<file path="src/rtl/core/assert_macros.svh">
`ifndef ASSERT_MACROS_SVH
`define ASSERT_MACROS_SVH

// Assertion helpers; every user has clk and rst_n in scope.

// Condition holds at every edge outside reset.
`define QDEC_ASSERT_ALWAYS(lbl, expr) \
  lbl: assert property (@(posedge clk) disable iff (!rst_n) (expr)) \
    else $error("qdec: invariant violated");

// Consequence holds at the same edge as the antecedent.
`define QDEC_ASSERT_IMPL(lbl, ante, cons) \
  lbl: assert property (@(posedge clk) disable iff (!rst_n) (ante) |-> (cons)) \
    else $error("qdec: implication violated");

// Consequence holds at the next edge after the antecedent.
`define QDEC_ASSERT_NEXT(lbl, ante, cons) \
  lbl: assert property (@(posedge clk) disable iff (!rst_n) (ante) |=> (cons)) \
    else $error("qdec: next-cycle check violated");

`endif

</file>
<file path="src/rtl/core/qdec_pkg.sv">
`timescale 1ns / 1ps
`default_nettype none

package qdec_pkg;

  localparam int unsigned TABLE_DEPTH = 256;
  localparam int unsigned ENTRY_W     = $clog2(TABLE_DEPTH + 1);
  localparam int unsigned INDEX_W     = 8;
  localparam int unsigned POS_W       = 32;

  localparam logic [ENTRY_W-1:0] ENTRY_FULL = ENTRY_W'(TABLE_DEPTH);

  // Edge source codes carried on in_tuser.
  localparam logic [1:0] FUNC_A    = 2'd0;
  localparam logic [1:0] FUNC_B    = 2'd1;
  localparam logic [1:0] FUNC_MARK = 2'd2;

  typedef struct packed {
    logic [1:0] func;
    logic       line_a;
    logic       line_b;
    logic       marker;
  } qdec_event_t;

  typedef struct packed {
    logic signed [POS_W-1:0] position;
    logic                    capture_valid;
    logic                    capture_rising;
    logic [INDEX_W-1:0]      capture_index;
    logic                    capture_full;
  } qdec_result_t;

endpackage

`default_nettype wire

</file>
<file path="src/rtl/core/qdec_step.sv">
`timescale 1ns / 1ps
`default_nettype none

`include "assert_macros.svh"

module qdec_step
  import qdec_pkg::*;
(
  input  wire logic         clk,
  input  wire logic         rst_n,
  input  wire logic         cfg_wr_en,
  input  wire logic         cfg_wr_data,
  input  wire logic         step_en,
  input  wire qdec_event_t  evt,
  output qdec_result_t      result
);

  logic signed [POS_W-1:0] count_r, count_nxt;
  logic [ENTRY_W-1:0]      rise_r, rise_nxt;
  logic [ENTRY_W-1:0]      fall_r, fall_nxt;
  logic                    cap_en_r;
  logic                    step_up;
  logic                    step_cnt;
  logic [ENTRY_W-1:0]      sel_entries;

  always_comb begin
    count_nxt   = count_r;
    rise_nxt    = rise_r;
    fall_nxt    = fall_r;
    step_up     = 1'b0;
    step_cnt    = 1'b0;
    sel_entries = evt.marker ? rise_r : fall_r;
    result      = '0;

    unique case (evt.func)
      FUNC_A: begin
        step_cnt = 1'b1;
        step_up  = evt.line_a ^ evt.line_b;
      end
      FUNC_B: begin
        step_cnt = 1'b1;
        step_up  = ~(evt.line_a ^ evt.line_b);
      end
      FUNC_MARK: begin
        if (cap_en_r) begin
          result.capture_rising = evt.marker;
          if (sel_entries >= ENTRY_FULL) begin
            result.capture_full = 1'b1;
          end else begin
            result.capture_valid = 1'b1;
            result.capture_index = sel_entries[INDEX_W-1:0];
            if (evt.marker) begin
              rise_nxt = rise_r + ENTRY_W'(1);
            end else begin
              fall_nxt = fall_r + ENTRY_W'(1);
            end
          end
        end
      end
      default: begin
      end
    endcase

    // Add +1 or -1, wrapping modulo 2^32.
    if (step_cnt) begin
      count_nxt = count_r + (step_up ? POS_W'(1) : {POS_W{1'b1}});
    end
    result.position = count_nxt;
  end

  always_ff @(posedge clk) begin
    if (!rst_n) begin
      count_r  <= '0;
      rise_r   <= '0;
      fall_r   <= '0;
      cap_en_r <= 1'b0;
    end else begin
      if (cfg_wr_en) begin
        cap_en_r <= cfg_wr_data;
      end
      if (step_en) begin
        count_r <= count_nxt;
        rise_r  <= rise_nxt;
        fall_r  <= fall_nxt;
      end
    end
  end

  `QDEC_ASSERT_ALWAYS(a_entries_bound, (rise_r <= ENTRY_FULL) && (fall_r <= ENTRY_FULL))
  `QDEC_ASSERT_ALWAYS(a_valid_xor_full, !(result.capture_valid && result.capture_full))
  `QDEC_ASSERT_NEXT(a_marker_holds_count, step_en && (evt.func == FUNC_MARK), $stable(count_r))
  `QDEC_ASSERT_NEXT(a_idle_holds_tables, !step_en && !$isunknown(rise_r), $stable(rise_r) && $stable(fall_r))

endmodule

`default_nettype wire

</file>
<file path="src/rtl/core/quadrature_decoder_with_edge_capture.sv">
`timescale 1ns / 1ps
`default_nettype none

// Quadrature x4 decoder with marker-edge position capture.
// Input channel in_*: one beat per pin edge event; in_tuser names the line
// that had the edge (A, B or marker), in_tdata carries the sampled levels.
// Output channel out_*: exactly one beat per input beat, in order, carrying
// the position after the event and the capture record (valid, table,
// index, full flag).
// cfg_wr_en/cfg_wr_data write capture_enable; write only while idle.
// Path: an accepted beat enters the input register, then passes the update
// logic into the output register, where out_tvalid rises; a held output
// register keeps it waiting in the input register.
// Throughput: one beat per cycle unless stalled; the single position adder
// and the one entry compare sit between the input and output registers.
// Reset (rst_n low, synchronous) clears the position, both table counts,
// capture_enable and both stage valid flags.
// When the receiver stalls, the output beat holds, the input register keeps
// one more beat, and in_tready drops once both stages are occupied.
module quadrature_decoder_with_edge_capture
  import qdec_pkg::*;
(
  input  wire logic        clk,
  input  wire logic        rst_n,
  input  wire logic        cfg_wr_en,
  input  wire logic        cfg_wr_data,
  input  wire logic        in_tvalid,
  output logic             in_tready,
  input  wire logic [7:0]  in_tdata,   // [0] line_a, [1] line_b, [2] marker, [7:3] zero
  input  wire logic [1:0]  in_tuser,   // [1:0] func
  output logic             out_tvalid,
  input  wire logic        out_tready,
  // [31:0] position, [32] capture_valid, [33] capture_rising,
  // [41:34] capture_index, [42] capture_full, [47:43] zero
  output logic [47:0]      out_tdata
);

  qdec_event_t  evt_r;
  logic         in_valid_r;
  logic         advance;
  logic         fire;
  qdec_result_t result;
  qdec_result_t res_r;
  logic         out_valid_r;

  assign advance   = !out_valid_r || out_tready;
  assign fire      = in_valid_r && advance;
  assign in_tready = !in_valid_r || advance;

  always_ff @(posedge clk) begin
    if (!rst_n) begin
      in_valid_r  <= 1'b0;
      out_valid_r <= 1'b0;
    end else begin
      if (in_tready) begin
        in_valid_r <= in_tvalid;
      end
      if (advance) begin
        out_valid_r <= in_valid_r;
      end
    end
  end

  // Payload registers; no reset needed.
  always_ff @(posedge clk) begin
    if (in_tvalid && in_tready) begin
      evt_r.func   <= in_tuser;
      evt_r.line_a <= in_tdata[0];
      evt_r.line_b <= in_tdata[1];
      evt_r.marker <= in_tdata[2];
    end
    if (fire) begin
      res_r <= result;
    end
  end

  qdec_step u_step (
    .clk         (clk),
    .rst_n       (rst_n),
    .cfg_wr_en   (cfg_wr_en),
    .cfg_wr_data (cfg_wr_data),
    .step_en     (fire),
    .evt         (evt_r),
    .result      (result)
  );

  assign out_tvalid = out_valid_r;
  assign out_tdata  = {5'b0, res_r.capture_full, res_r.capture_index,
                       res_r.capture_rising, res_r.capture_valid, res_r.position};

endmodule

`default_nettype wire

</file>
<file path="config.mk">
export PLATFORM = sky130hd
export DESIGN_NAME = quadrature_decoder_with_edge_capture
export DESIGN_NICKNAME = d
export VERILOG_FILES = /design/src/rtl/core/qdec_pkg.sv /design/src/rtl/core/qdec_step.sv /design/src/rtl/core/quadrature_decoder_with_edge_capture.sv
export VERILOG_INCLUDE_DIRS = /design/src /design/src/rtl/core
export SDC_FILE = /design/constraint.sdc
export NUM_CORES = 1
export LEC_CHECK = 0
export BUFFER_PORTS_ARGS = -buffer_cell sky130_fd_sc_hd__clkbuf_2
export CAP_MARGIN = 10
export CORE_MARGIN = 2
export CORE_UTILIZATION = 41
export DETAILED_ROUTE_END_ITERATION = 8
export PLACE_DENSITY = 0.59
export SYNTH_ARGS = -nofsm -noshare
export SYNTH_HDL_FRONTEND = slang
export SYNTH_SLANG_ARGS = --single-unit
export TNS_END_PERCENT = 10
</file>
<file path="constraint.sdc">
create_clock -name clk -period 5.39 [get_ports clk]
set_input_delay 0.8085 -clock clk [delete_from_list [all_inputs] [get_ports clk]]
set_output_delay 0.8085 -clock clk [all_outputs]
set_load 0.05 [all_outputs]
</file>
== Yosys cells after proc, flatten, opt, wreduce, memory -nomap -nowiden ==
Index checks and enable logic that the tools add are counted.

* Register bits after elaboration: 101
* Latch bits: 0
* ROM bits: 0
* Output and inout port bits: 50
* Logic and storage cells: 46
* RAM bits: 0
* Memories: 0

* Multiplexer cells: 7
* Div/mod/pow operators: 0
* Order comparisons: 1
* Shifts and indexed selects: 0
* Equal/unequal tests: 2
* Multiply operators: 0
* Add/sub/neg operators: 3
* Reductions and logical operators: 12
* Bitwise operators: 6

{| class="wikitable"
|+ Operator list
! cell !! count
|-
| $mux 32 || 2
|-
| $add 32x32->32 || 1
|-
| $add 9x1->9 const B || 2
|-
| $reduce_and 5->1 || 2
|-
| $ge 9x9->1 const B || 1
|-
| $mux 9 || 1
|-
| $not 1->1 || 5
|-
| $mux 1 || 3
|-
| $reduce_or 3->1 || 1
|-
| $eq 2x1->1 const B || 1
|-
| $eq 2x2->1 const B || 1
|-
| $logic_and 1x1->1 || 2
|-
| $logic_not 1->1 || 2
|-
| $logic_not 2->1 || 1
|-
| $logic_or 1x1->1 || 2
|-
| $pmux 1 s2 || 1
|-
| $reduce_and 2->1 || 1
|-
| $reduce_or 2->1 || 1
|-
| $xor 1x1->1 || 1
|}

== Depth between registers and ports, before layout ==
* Word-level depth: 6
* Depth in mapped cells: 14

== By module ==
From an unflattened synthesis, not the netlist that was laid out.

* Cell total of the unflattened synthesis: 618
* Area, all modules: 5944.5 um2

{| class="wikitable"
|+ By module, submodules not included
! module !! instances !! area each (um2) !! cells an instance !! seq. area each (um2)
|-
| qdec_step || 1 || 4357.9 || 555 || 1021.0
|-
| quadrature_decoder_with_edge_capture || 1 || 1586.5 || 63 || 1481.4
|}

== Least setup slack after synthesis ==
Ideal clock, no wire load.

* Path kind: flip-flop to flip-flop
* Start: register evt_r[1] (netlist name)
* End: register res_r, in the netlist out_tdata[31], data pin
* Stages on the path, launching flop included: 14
* Setup slack: 1.550 ns
* Setup time: 0.260 ns
* Buffers on the path: 0
* Data arrival time: 3.580 ns
* Required time: 5.130 ns
* Cells stage by stage: edfxtp_1 > xor2_1 > xnor2_1 > or2_2 > ha_1 > nand2_1 > or3_1 > or4_1 > o32a_1 > a31o_1 > a311o_1 > a21o_1 > a21oi_2 > xor2_1

{| class="wikitable"
|+ RTL lines
! item !! RTL line !! text
|-
| start, declared || quadrature_decoder_with_edge_capture.sv:38 || <nowiki>qdec_event_t evt_r;</nowiki>
|-
| end signal, assigned || quadrature_decoder_with_edge_capture.sv:73 || <nowiki>res_r <= result;</nowiki>
|-
| end, declared || quadrature_decoder_with_edge_capture.sv:43 || <nowiki>qdec_result_t res_r;</nowiki>
|}

==> impl_results.md <==
- Status: complete, no violations
- Mapped Area: 5600 um2
- Worst Skew: around 0.0083 ns
- Internal power: 1430 uW
- Ant. Diodes: 0
- Post-CTS sizing: 0
- I/O Buffers: 55
- Initial core utilization: a little over two fifths
- Worst rel slew slack: around two fifths
- Routability Congestion: about 0.90
- Proportion of synthesized area in mux cells: 2.68%
- Layout Utilization: a little under half
- Yosys Warn Count: 0
- Post-synthesis async set-or-reset flop share: 0%
- Largest net degree at the start of global routing: 65
- Fin. Hold Viols: 0
- Layout cells sized above 1: 12.5%
- First-pass GRT wire length: roughly 20000 um
- CP Data Required Time: about 5.5 ns
- Most frequent cells in the layout: nor2_1 (78), nand2_1 (66), clkbuf_2 (55), dfxtp_1 (53), o21ai_0 (51)
- Clock power share: 29.6%
- Switching Share: between 30 and 40%
- Post-synthesis sequential area ratio: 44.7%
- CP Class: reg -> reg
- P_leak: 0.00260 uW
- Iter 0 DRT Violations: between 200 and 250
- Fmax: 233 MHz
- Worst EP arrival: 4.40 ns
- Initial antenna violation count: 0
- Most used flip-flop cell after synthesis: dfxtp_1
- RSZ-0062 raised after global routing: false
- DRT Wirelength: 11700 um
- Number of global-route vias before repair: 4303
- Synth Area in XOR/XNOR: between 6 and 7%
- Vias per cell: 5.31
- Simple-Gate Fraction of Synth Area: 18.4%
- Mapped Cells: 610
- PD cells: around 350 nW/um2
- Number of hold buffers added after cts: 0
- R2r setup slk: 1.10 ns
- Max Cap Violations: 0
- Die X-Extent: ~120 um
- Clock-pin slew on the worst setup and hold paths: 0.07 ns
- Total number of vias: 4458
- Fin nets: 710
- Worst slew pin tran: ~0.9 ns
- GRT Total Usage: between 15 and 20%
- CP max FO: 36
- Slew Viols, Final: 0
- H-tree depth: 3
- Sequential share of power: 40.9%
- Flops & latches, synth: 101
- EDFF count, synth: 48
- Core ar.: 13300 um2
- Setup bufs post-CTS: 0
- NetSw: roughly 760 uW
- Root Buffer: clkbuf_16
- Routed len/inst: 13.9 um
- Final setup viols: 0
- GR Overflow Total: 0
- VDD IR-drop max: 0.164 mV
- Worst-skew pair later-pin latency: 0.36 ns
- Library cells used by synthesis: 56
- Setup tns final: 0 ns
- Startpoint Class: flop
- Post-Synth Adder-Cell Area: 8.18%
- Final antenna-violating net count: 0
- CTS tree: done
- Worst setup EP type: flop
- # IOs: 66
- Avg Inst Size Synth: 9.18 um2
- HPWL after DPL: 7880 um
- Largest family of logic cells by synthesized area: simple AND/OR/NAND/NOR gates
- HP Class: reg -> reg
- Row Count: 42
- Die area: ~15000 um2
- Initial DRT Pass Iterations: 5
- Most common cell after layout, fill and taps aside: nor2_1
- Final Critical Period: between 4 and 5 ns
- Die H: between 100 and 150 um
- Compound-Gate Fraction of Synth Area: 16.7%
- Area delta synth->final: 12.8%
- Clk sinks: 101
- # DRC: 0
- Comb power frac: 29.5%
- Period utilization: 79.5%
- Clock Path Buffers: 2
- Num CTS Buffers: 9
==> layout make-up <==
| cell class | count | area, um2 |
|---|---|---|
| clock buffers | 10 | 239 |
| clock inverters | 6 | 51.3 |
| fillers | 1284 | 6980 |
| inverters | 15 | 56.3 |
| multi-input cells | 472 | 2940 |
| flip-flops and latches | 101 | 2500 |
| well taps | 176 | 220 |
| repair buffers | 59 | 305 |
==> critical path, cell delays in order, from the launching register on <==
cell and delay, ns:
edfxtp_1 0.38, xor2_1 0.18, xnor2_1 0.15, or2_2 0.61
ha_1 0.55, nand2_1 0.09, or3_1 0.42, or4_1 0.41
o32a_1 0.21, a31o_1 0.29, a311o_1 0.34, a21o_1 0.20
a21oi_2 0.13, xor2_1 0.08
==> Yosys cell counts (11+ instances only) <==
| cell | number | share of area, % |
|---|---|---|
| nor2_1 | 78 | 5.2 |
| nand2_1 | 66 | 4.4 |
| dfxtp_1 | 53 | 19 |
| o21ai_0 | 51 | 4.6 |
| edfxtp_1 | 48 | 26 |
| a21oi_1 | 39 | 3.5 |
| ha_1 | 35 | 7.8 |
| xor2_1 | 23 | 3.6 |
| a21o_1 | 19 | 2.5 |
| clkbuf_1 | 19 | 1.3 |
| xnor2_1 | 17 | 2.7 |
| mux2i_1 | 15 | 2.7 |
| inv_1 | 14 | 0.94 |
| nor3_1 | 12 | 1.1 |
| and2_1 | 11 | 1.2 |
| nand3_1 | 11 | 0.98 |
==> flip-flops by register name, indices dropped and copies added (netlist names) <==
| name | cells |
|---|---|
| u_step.fall_r | 9 |
| in_valid_r | 1 |
| out_tvalid | 1 |
| u_step.rise_r | 9 |
| out_tdata | 43 |
| u_step.cap_en_r | 1 |
| u_step.count_r | 32 |
| evt_r | 5 |
==> power by group through the flow <==
stage / Combinational, uW / Clock (uW) / Sequential [uW]
6_report: 645 / 648 / 896
3_3_place_gp: 634 / 0 / 913
2_1_floorplan: 425 / 0 / 1010
3_5_place_dp: 642 / 0 / 914
5_1_grt: 724 / 693 / 903
4_1_cts: 645 / 669 / 897
==> kinds of logic (layout without fill, tap and decap cells) <==
kind of cell	Yosys count	after routing
mux	15	15
buf+inv	41	90
xor+xnor	40	40
compound gates	152	152
fa+ha+maj	36	36
simple gates	224	224
other cells	1	5
flops	101	101
==> worst paths after layout <==
check,to,startpoint,cells past startpoint
setup / recovery,out_tdata[31],evt_r[1],13
hold / removal,u_step.count_r[20],u_step.count_r[20],2
setup reg to reg,out_tdata[31],evt_r[1],13
hold reg to reg,u_step.count_r[20],u_step.count_r[20],2
==> metrics by stage <==
step	hold WS (ns)	power (uW)	cell area (um2)	setup slack, ns	cells
after floorplan	0.449	1430	5620	1.55	614
final	0.478	2190	6320	1.10	839
after CTS	0.481	2210	6320	1.08	839
after detailed placement	0.471	1560	6030	1.11	823
after global placement	0.464	1550	6030	1.14	823
after global routing	0.507	2320	6320	0.741	839
==> per-layer routing <==
layer,track usage (%),vias to the layer above,part of all wire (%)
met4,9.01,0,2.7
met1,21.4,2086,45
met5,0,-,0
met3,2.96,23,3.8
li1,-,2264,-
met2,28.2,85,48
Note: power is estimated with default switching activity, not from simulation.
